`src/hw/rtl/ssw_pkg.sv`:
```
// ----------------------------------------------------------------------------
// ssw_pkg: shared types and word mixing functions
// Holds the word kind code, the stage record passed from the premix stage to
// the sum stage, and the parts of the word mixing that do not need the sum.
// ----------------------------------------------------------------------------
package ssw_pkg;

    localparam int unsigned WORD_W  = 32;
    localparam int unsigned COUNT_W = 3;

    localparam logic [WORD_W-1:0] FULL_SEED = 32'h0343_2383;
    localparam logic [WORD_W-1:0] TAIL_SEED = 32'h0202_0101;

    localparam logic [COUNT_W-1:0] COUNT_FULL = 3'd4;

    // How a word updates the running sum.
    typedef enum logic [1:0] {
        KIND_NONE,
        KIND_FULL,
        KIND_TAIL
    } word_kind_t;

    // Contents of the premix register, handed to the sum stage.
    typedef struct packed {
        logic              valid;
        logic              last;
        word_kind_t        kind;
        logic [WORD_W-1:0] term;
    } premix_t;

    // Sum-independent term of a full word.
    function automatic logic [WORD_W-1:0] full_term(input logic [WORD_W-1:0] w);
        logic [WORD_W-1:0] acc;
        acc = FULL_SEED + w
            + {24'd0, w[31:24]}
            + {15'd0, w[23:16], 9'd0}
            + {8'd0, w[15:8], 16'd0}
            + {w[7:0], 24'd0}
            + {w[15:0], 16'd0}
            + {14'd0, w[31:14]};
        return acc;
    endfunction

    // Sum-independent base of a short tail word; only the valid bytes count.
    function automatic logic [WORD_W-1:0] tail_base(input logic [WORD_W-1:0] w,
                                                    input logic [COUNT_W-1:0] count);
        logic [WORD_W-1:0] acc;
        acc = TAIL_SEED + {w[7:0], 24'd0};
        if (count >= 3'd2)
        begin
            acc = acc + {16'd0, w[15:8], 8'd0};
        end
        if (count >= 3'd3)
        begin
            acc = acc + {7'd0, w[23:16], 17'd0};
        end
        return acc;
    endfunction

endpackage

```
`src/hw/rtl/ssw_premix.sv`:
```
// ----------------------------------------------------------------------------
// ssw_premix: input register stage
// Accepts one word per cycle unless stalled and registers its kind together
// with the part of the mixing that does not depend on the running sum.
// ----------------------------------------------------------------------------
module ssw_premix
    import ssw_pkg::*;
(
    input  logic                clk,
    input  logic                rst_n,
    input  logic [WORD_W-1:0]   data_word,
    input  logic [COUNT_W-1:0]  valid_bytes,
    input  logic                last,
    input  logic                word_valid,
    output logic                word_stall,
    input  logic                advance,
    output premix_t             stage
);

    premix_t    stage_reg;
    premix_t    stage_next;
    logic       accept;

    // The register is free when empty or when its word moves on this cycle.
    assign word_stall = stage_reg.valid && !advance;
    assign accept     = word_valid && !word_stall;

    // Classify the word and precompute its term.
    always_comb
    begin
        stage_next = stage_reg;
        if (accept)
        begin
            stage_next.valid = 1'b1;
            stage_next.last  = last;
            if (valid_bytes >= COUNT_FULL)
            begin
                stage_next.kind = KIND_FULL;
                stage_next.term = full_term(data_word);
            end
            else if (valid_bytes != '0)
            begin
                stage_next.kind = KIND_TAIL;
                stage_next.term = tail_base(data_word, valid_bytes);
            end
            else
            begin
                stage_next.kind = KIND_NONE;
                stage_next.term = '0;
            end
        end
        else if (advance)
        begin
            stage_next.valid = 1'b0;
        end
    end

    always_ff @(posedge clk or negedge rst_n)
    begin
        if (!rst_n)
        begin
            stage_reg.valid <= 1'b0;
            stage_reg.last  <= 1'b0;
            stage_reg.kind  <= KIND_NONE;
            stage_reg.term  <= '0;
        end
        else
        begin
            stage_reg.valid <= stage_next.valid;
            stage_reg.last  <= stage_next.last;
            stage_reg.kind  <= stage_next.kind;
            stage_reg.term  <= stage_next.term;
        end
    end

    assign stage = stage_reg;

endmodule

```
`src/hw/rtl/ssw_mix.sv`:
```
// ----------------------------------------------------------------------------
// ssw_mix: running sum and result register
// Folds the premixed word into the running sum and, on the last word of a
// payload, loads the checksum into the result register and clears the sum.
// ----------------------------------------------------------------------------
module ssw_mix
    import ssw_pkg::*;
(
    input  logic                clk,
    input  logic                rst_n,
    input  premix_t             stage,
    output logic                advance,
    output logic [WORD_W-1:0]   checksum,
    output logic                checksum_valid,
    input  logic                checksum_stall
);

    logic [WORD_W-1:0]  sum_reg;
    logic [WORD_W-1:0]  sum_next;
    logic [WORD_W-1:0]  mixed;
    logic [WORD_W-1:0]  result_reg;
    logic [WORD_W-1:0]  result_next;
    logic               result_valid_reg;
    logic               result_valid_next;
    logic               result_free;
    logic [WORD_W-1:0]  f1;
    logic [WORD_W-1:0]  t1;
    logic [WORD_W-1:0]  t2;
    logic [WORD_W-1:0]  s1;
    logic [WORD_W-1:0]  s2;

    // A last word may only move on when the result register can take it.
    assign result_free = !result_valid_reg || !checksum_stall;
    assign advance     = stage.valid && (!stage.last || result_free);

    // Sum-dependent part of the mixing for both word kinds.
    always_comb
    begin
        f1 = sum_reg + stage.term;
        t1 = stage.term + (sum_reg >> 7) + (sum_reg << 19);
        t2 = t1 + (t1 << 16) + (t1 >> 16);
        s1 = sum_reg + t2;
        s2 = s1 + (s1 << 16);
        unique case (stage.kind)
            KIND_FULL: mixed = f1 + (f1 << 16) + (f1 >> 11);
            KIND_TAIL: mixed = s2 + (s2 >> 11);
            KIND_NONE: mixed = sum_reg;
            default:   mixed = sum_reg;
        endcase
    end

    // Sum and result register updates.
    always_comb
    begin
        sum_next          = sum_reg;
        result_next       = result_reg;
        result_valid_next = result_valid_reg;
        if (result_valid_reg && !checksum_stall)
        begin
            result_valid_next = 1'b0;
        end
        if (advance)
        begin
            if (stage.last)
            begin
                sum_next          = '0;
                result_next       = mixed;
                result_valid_next = 1'b1;
            end
            else
            begin
                sum_next = mixed;
            end
        end
    end

    always_ff @(posedge clk or negedge rst_n)
    begin
        if (!rst_n)
        begin
            sum_reg          <= '0;
            result_valid_reg <= 1'b0;
        end
        else
        begin
            sum_reg          <= sum_next;
            result_valid_reg <= result_valid_next;
        end
    end

    always_ff @(posedge clk)
    begin
        result_reg <= result_next;
    end

    assign checksum       = result_reg;
    assign checksum_valid = result_valid_reg;

endmodule

```
`src/hw/rtl/saved_state_word_checksum.sv`:
```
// ----------------------------------------------------------------------------
// saved_state_word_checksum: streaming 32-bit payload checksum
// Top level joining the premix input stage and the running sum stage.
// ----------------------------------------------------------------------------
// The block takes one payload word per clock cycle, little-endian, first byte
// in bits 7:0, and keeps a 32-bit running sum that starts at zero. A word with
// four valid bytes uses the full-word rule; a shorter word uses the tail rule;
// a word with no valid bytes leaves the sum unchanged. The word marked last
// yields one checksum word and clears the sum for the next payload. Words are
// taken back to back at one per cycle unless stalled; the checksum is loaded
// into the result register as its last word leaves the input register. The
// rate is set by the running sum register, whose update for one word is
// combinational. A held checksum keeps the next last word waiting in the
// input register, which then stalls the input until the checksum is taken.
module saved_state_word_checksum
    import ssw_pkg::*;
(
    input  logic                clk,
    input  logic                rst_n,
    input  logic [WORD_W-1:0]   data_word,
    input  logic [COUNT_W-1:0]  valid_bytes,
    input  logic                last,
    input  logic                word_valid,
    output logic                word_stall,
    output logic [WORD_W-1:0]   checksum,
    output logic                checksum_valid,
    input  logic                checksum_stall
);

    premix_t    stage;
    logic       advance;

    // Input register with sum-independent premixing.
    ssw_premix u_premix (
        .clk         (clk),
        .rst_n       (rst_n),
        .data_word   (data_word),
        .valid_bytes (valid_bytes),
        .last        (last),
        .word_valid  (word_valid),
        .word_stall  (word_stall),
        .advance     (advance),
        .stage       (stage)
    );

    // Running sum and checksum result register.
    ssw_mix u_mix (
        .clk            (clk),
        .rst_n          (rst_n),
        .stage          (stage),
        .advance        (advance),
        .checksum       (checksum),
        .checksum_valid (checksum_valid),
        .checksum_stall (checksum_stall)
    );

endmodule
```
`config.mk`:
```
export PLATFORM = sky130hd
export DESIGN_NAME = saved_state_word_checksum
export DESIGN_NICKNAME = d
export VERILOG_FILES = /design/src/hw/rtl/ssw_pkg.sv /design/src/hw/rtl/ssw_premix.sv /design/src/hw/rtl/ssw_mix.sv /design/src/hw/rtl/saved_state_word_checksum.sv
export SDC_FILE = /design/constraint.sdc
export NUM_CORES = 1
export LEC_CHECK = 0
export BUFFER_PORTS_ARGS = -buffer_cell sky130_fd_sc_hd__buf_2
export CAP_MARGIN = 20
export CORE_MARGIN = 2
export CORE_UTILIZATION = 48
export DETAILED_ROUTE_END_ITERATION = 10
export PLACE_DENSITY = 0.72
export SLEW_MARGIN = 10
export SYNTH_ARGS = -nofsm -noshare
export SYNTH_HDL_FRONTEND = slang
export SYNTH_SLANG_ARGS = --single-unit
```
`constraint.sdc`:
```
create_clock -name clk -period 15.26 [get_ports clk]
set_input_delay 1.526 -clock clk [delete_from_list [all_inputs] [get_ports clk]]
set_output_delay 1.526 -clock clk [all_outputs]
set_load 0.05 [all_outputs]
```
==> key figures, run 1 <==
Status
  – Run status: finished, final reports clean

Setup path
  – CP max FO: 6
  – CP Class: flop to flop
  – Crit Reg-Reg Startpoint: u_mix.sum_reg[19]$_DFFE_PN0P_
  – Crit-path max cell delay: 720 ps
  – Critical Path AT: 10910 ps
  – CP endpoint kind: flop
  – Data required time at the worst endpoint: 15450 ps
  – Most frequent CP cell: ha_1
  – Reg2Reg Depth: 40
  – Crit-path slowest cell: o41ai_1
  – Crit start category: flop
  – FF-to-FF setup slack: 4540 ps
  – RR Endpoint: u_mix.sum_reg[18]$_DFFE_PN0P_

Route
  – Antenna viol nets, final: 0
  – DRT iter0 DRCs: 1442
  – DRC: 0
  – Vias per Instance: 6.468
  – Drt wl/cell: 23.69 um
  – Vias: 16.20k
  – DRT Wirelength: 59320 um
  – First drt pass iteration count: 8

Logic synthesis
  – Post-synth EDFFs: 32
  – Largest area contributor in the netlist: ha_1
  – Synthesized instance count: 1993
  – Synth top area share: 22.12%
  – Syn nets: 2420
  – Most used DFF post-synth: dfrtp_1
  – Yosys reg bits: 101
  – Post-Syn Area: 0.01731 mm^2
  – Top post-synthesis cells by area: ha_1 (22%), dfrtp_1 (10%), fa_1 (9.4%), xnor2_1 (6.8%), edfxtp_1 (5.6%)
  – YS warnings: 0
  – Async S/R FF share, synth: 68.32%
  – Average size of a mapped cell: 8.683 um^2
  – Unique masters post-synth: 84
  – Seq/Total Area, Yosys: 15.53%

Finish
  – Fin nets: 2465
  – Area Overhead vs Synth: 6.666%
  – Most common cell after layout, fill and taps aside: ha_1
  – Max reg flops: 36
  – Final instance area: 0.01846 mm^2
  – Antenna fix cells: 0
  – Final core occ: 51.90%
  – Ratio of cells with drive above 1 in the final layout: 6.706%
  – Most frequent cells in the layout: ha_1 (305), a21oi_1 (176), inv_1 (151)

Global routing
  – GR Overflow Total: 0
  – Initial antenna violation count: 0
  – First-pass GRT wire length: 91040 um
  – Largest net degree at the start of global routing: 70
  – All-Layer GR Usage: 31.09%
  – Vias in the first global route: 15.69k

Clock tree
  – Clock Sinks: 101
  – Hold Buf Count CTS: 0
  – Postcts setup bufs: 0
  – Clk buf depth: 2
  – CTS tree: built
  – H-tree levels: 3
  – Clk slew on worst S/H paths: 90 ps
  – Post-CTS sizing: 0
  – Root buf cell: clkbuf_16
  – TritonCTS buffer count: 9
  – Clock Latency Late Sink: 370 ps

Worst hold path
  – Hold Path Stages: 1
  – Endpoint, Worst Hold: u_mix.checksum_valid$_DFF_PN0_
  – Worst min path class: flop to flop
  – Min-delay src: u_mix.checksum_valid$_DFF_PN0_

Place
  – DP HPWL: 49540 um
  – Gp weighted congestion: 1.050
  – IO buf count: 73
  – Cell Area, Placed: 0.01813 mm^2

Die
  – Ports: 74
  – Die Height: 193.9 um
  – Starting density of the core: 48.65%
  – Std-Cell Core Area: 0.03557 mm^2
  – Die width: 193.9 um
  – Die area: 0.03759 mm^2
  – Num rows: 69

Job
  – Max Cap Viol: 0

Timing
  – Final setup TNS: 0 ps
  – Endpoints failing setup: 0
  – Fmax: 93.24 MHz
  – RSZ-0062 raised after global routing: no
  – Max Slew Vio Count: 0
  – Tcrit/Tclk final: 70.28%
  – Setup Skew: 16.61 ps
  – Final hold vios: 0
  – Rel. slew slack: 27.58%
  – Slew @ Worst Pin: 1084 ps
  – Post-layout minimum cycle time: 10720 ps
## area by class of cell
cell class / count / area, um^2
clock inverter: 6 / 75.07
timing repair buffer: 79 / 410.4
sequential: 101 / 2688
tap: 461 / 576.8
fill: 3372 / 17110
multi-input combinational: 1695 / 13890
clock buffer: 10 / 250.2
inverter: 152 / 570.5
## per-layer routing
layer / part of all wire [%] / vias up / wire (um) / GRT usage, %
li1: - / 7412 / - / -
met1: 39 / 7805 / 23240 / 38.63
met2: 47 / 789 / 27600 / 52.49
met3: 7.9 / 189 / 4679 / 4.331
met4: 6.4 / 0 / 3799 / 16.39
met5: 0 / - / 0 / 0
## cells by family after synthesis
kind of cell	share of synthesized area (%)
multiplexers	0.7881
AND/OR/NAND/NOR	13.30
XOR/XNOR	10.25
adder cells (fa/ha/maj)	31.49
AO/OA/AOI/OAI	24.36
flip-flops	15.53
buffers and inverters	4.287
## per-stage QoR
stage	std cells	setup WS, ps	hold slack [ps]
3_5_place_dp	2488	4760	522.5
6_report	2504	4535	540.2
2_1_floorplan	1993	6043	474.0
5_1_grt	2504	3594	558.8
4_1_cts	2504	4745	541.8
3_3_place_gp	2488	4948	512.4
## synthesized netlist by cell type (all sizes together) (5+ instances only)
library cell	n
a21o	79
o21bai	26
a31o	5
dfrtp	69
a31oi	18
nor3	49
or3	13
o21ai	106
and3	21
o22ai	6
a32oi	7
clkbuf	37
a211o	7
edfxtp	32
nand2	118
a211oi	27
and2	13
inv	151
nand2b	22
or2	8
nand4	22
ha	306
nor4	8
a21oi	176
nor2	124
a22o	22
nor2b	17
o31a	7
fa	81
mux2i	8
a22oi	15
o21a	25
mux2	5
xnor2	135
o211ai	17
buf	8
nand3	42
a221oi	29
o31ai	9
a41oi	6
xor2	61
## how the worst max path moves through the flow
stage / from / to / cells past startpoint
4_1_cts: u_mix.sum_reg[17]$_DFFE_PN0P_ / u_mix.checksum[30]$_DFFE_PP_ / 41
5_1_grt: u_mix.sum_reg[19]$_DFFE_PN0P_ / u_mix.checksum[30]$_DFFE_PP_ / 41
3_3_place_gp: u_mix.sum_reg[17]$_DFFE_PN0P_ / u_mix.checksum[26]$_DFFE_PP_ / 41
6_report: u_mix.sum_reg[19]$_DFFE_PN0P_ / u_mix.sum_reg[18]$_DFFE_PN0P_ / 40
2_1_floorplan: u_mix.sum_reg[17]$_DFFE_PN0P_ / u_mix.checksum[30]$_DFFE_PP_ / 42
3_5_place_dp: u_mix.sum_reg[17]$_DFFE_PN0P_ / u_mix.checksum[30]$_DFFE_PP_ / 41
## worst max-delay path: cells and delay by family, from the launching register on
| family | cells | cell delay (ps) |
|---|---|---|
| flops | 1 | 470 |
| xor+xnor | 3 | 830 |
| simple gates | 10 | 1280 |
| fa+ha+maj | 6 | 2180 |
| compound gates | 20 | 5730 |
| buf+inv | 1 | 50 |
Power of run 1 is not shown: default switching activity piles up to over one toggle a cycle in this logic, so the estimate is an artifact.
==> inputs of run 2 (changes only) <==
==> constraint.sdc (replaced) <==
create_clock -name clk -period 10.22 [get_ports clk]
set_input_delay 1.022 -clock clk [delete_from_list [all_inputs] [get_ports clk]]
set_output_delay 1.022 -clock clk [all_outputs]
set_load 0.05 [all_outputs]
==> run 2 against run 1 <==
  * Core utilization grew 1.5 points
  * Design area grew 2.9%
  * Die area is the same
  * First-iteration DRC count shrank 3.8%
  * Final cell count grew 1.9%
  * Via count grew 0.49%
  * Largest cell class unchanged
  * Clock-buffer cell count grew 3
  * Clock skew shrank 6.1 ps
  * Non-clock buffer count grew 47
==> key figures, run 2 (synthesis results as in run 1) <==
Status
  – Run status: finished, final reports clean

Finish
  – Reg area: 0.002688 mm^2 (unchanged)
  – Final instance area: 0.01899 mm^2 (+2.9%)
  – Multi-input logic area: 0.01407 mm^2 (+1.3%)
  – Antenna fix cells: 0 (unchanged)
  – Ratio of cells with drive above 1 in the final layout: 10.00% (+3.3 points)
  – Filler cells: 3347 (-0.74%)
  – Max reg flops: 36 (unchanged)
  – Most common cell after layout, fill and taps aside: ha_1
  – Fin nets: 2512 (+1.9%)
  – Area Overhead vs Synth: 9.746%
  – Most frequent cells in the layout: ha_1 (302), a21oi_1 (172), inv_1 (151)

Setup path
  – Crit start category: flop
  – Data required time at the worst endpoint: 10330 ps (-5120 ps)
  – Most frequent CP cell: a21oi_1
  – CP Class: flop to flop
  – Crit-path slowest cell: fa_1
  – Critical Path AT: 9820 ps (-1090 ps)
  – Crit-path max cell delay: 510 ps (-210 ps)
  – CP endpoint kind: flop
  – CP max FO: 7 (+1)

Route
  – Drt wl/cell: 23.86 um (+0.71%)
  – First drt pass iteration count: 5 (-3)
  – DRT iter0 DRCs: 1387 (-3.8%)
  – Antenna viol nets, final: 0 (unchanged)
  – Vias per Instance: 6.380 (-1.4%)
  – DRT Wirelength: 60860 um (+2.6%)
  – Vias: 16.28k (+0.49%)
  – DRC: 0 (unchanged)

Die
  – Num rows: 69 (unchanged)
  – Die width: 193.9 um (unchanged)
  – Ports: 74 (unchanged)
  – Starting density of the core: 48.65% (unchanged)
  – Die Height: 193.9 um (unchanged)
  – Std-Cell Core Area: 0.03557 mm^2 (unchanged)
  – Die area: 0.03759 mm^2 (unchanged)

Timing
  – Final setup TNS: 0 ps (unchanged)
  – Post-layout minimum cycle time: 9713 ps (-1012 ps)
  – Endpoints failing setup: 0 (unchanged)
  – Setup Skew: 10.56 ps (-6.055 ps)
  – Slew @ Worst Pin: 1117 ps (+33.54 ps)
  – Tcrit/Tclk final: 95.04% (+25 points)
  – Max Slew Vio Count: 0 (unchanged)
  – Rel. slew slack: 23.59% (-4.0 points)
  – Fmax: 103.0 MHz (+10%)
  – Final hold vios: 0 (unchanged)
  – Worst hold slack: 524.9 ps (-15.29 ps)

Clock tree
  – H-tree levels: 3 (unchanged)
  – Clock Sinks: 101 (unchanged)
  – Clk slew on worst S/H paths: 70 ps (-20 ps)
  – Clock Latency Late Sink: 360 ps (about the same)
  – Root buf cell: clkbuf_16
  – TritonCTS buffer count: 9 (unchanged)
  – Clk buf depth: 2 (unchanged)
  – CTS tree: built
  – Hold Buf Count CTS: 0 (unchanged)

Place
  – Gp weighted congestion: 1.025 (-2.4%)
  – DP HPWL: 50580 um (+2.1%)
  – IO buf count: 73 (unchanged)
  – Cell Area, Placed: 0.01841 mm^2 (+1.5%)

Job
  – Max Cap Viol: 0 (unchanged)

Global routing
  – Largest net degree at the start of global routing: 70 (unchanged)
  – All-Layer GR Usage: 31.76% (+0.67 points)
  – GR Overflow Total: 0 (unchanged)
  – First-pass GRT wire length: 92230 um (+1.3%)
  – Vias in the first global route: 15.84k (+0.96%)
  – Initial antenna violation count: 0 (unchanged)

Worst hold path
  – Worst min path class: flop to flop
## run 2: changes by cell type in the layout (fill, tap and decap cells not counted), moves of 3 or more
cell	change
a211oi_1	-5
a21oi_2	+4
buf_4	+46
a211oi_2	+4
a21oi_1	-4
ha_4	+3
xnor2_2	+3
ha_1	-3
xnor2_1	-3
o21ai_0	-3
## run 2: worst paths after layout
check                      slack (ps)                            from                        endpoint  cells past startpoint
setup / recovery                  510   u_premix.stage[1]$_DFFE_PN0P_    u_mix.checksum[28]$_DFFE_PP_                     44
hold / removal                    520  u_mix.checksum_valid$_DFF_PN0_  u_mix.checksum_valid$_DFF_PN0_                      1
setup reg to reg                  510   u_premix.stage[1]$_DFFE_PN0P_    u_mix.checksum[28]$_DFFE_PP_                     44
hold reg to reg                   520  u_mix.checksum_valid$_DFF_PN0_  u_mix.checksum_valid$_DFF_PN0_                      1
max in group asynchronous        8690                           rst_n   u_premix.stage[8]$_DFFE_PN0P_                      2
min in group asynchronous         860                           rst_n   u_mix.sum_reg[20]$_DFFE_PN0P_                      2
## run 2: per-stage QoR
stage | utilization [%] | instances | setup slack [ps]
after global placement | 51.76 | 2525 | 209.6
final | 53.39 | 2551 | 506.8
after global routing | 53.39 | 2551 | -9.297
after detailed placement | 51.76 | 2525 | 94.74
after CTS | 52.62 | 2541 | 47.14
after floorplan | - | 1993 | 1003
## run 2: layout make-up
cell class | count | area share, %
multi-input cells | 1695 | 74.11
flip-flops and latches | 101 | 14.15
repair buffers | 126 | 4.085
well taps | 461 | 3.037
inverters | 152 | 3.004
clock buffers | 13 | 1.489
clock inverters | 3 | 0.1252
## run 2: worst max-delay path, delay by kind of cell, from the launching register on
kind / cells / cell delay (ps)
simple gates: 4 / 570
buf+inv: 6 / 550
xor+xnor: 4 / 820
fa+ha+maj: 8 / 2960
mux: 1 / 280
flops: 1 / 430
compound gates: 21 / 3830
## run 2: per-layer routing
layer / wire [um] / up-vias / track usage [%]
li1: - / 7515 / -
met1: 24330 / 7860 / 39.56
met2: 28330 / 728 / 53.85
met3: 4309 / 172 / 4.018
met4: 3886 / 0 / 16.64
met5: 0 / - / 0
## run 2: timing repair
item | CTS | global route
setup buffers | 0 | 9
gates resized for setup | 0 | 34
endpoints found under the setup margin | 0 | 36
Power of run 2 is left out for the same reason.
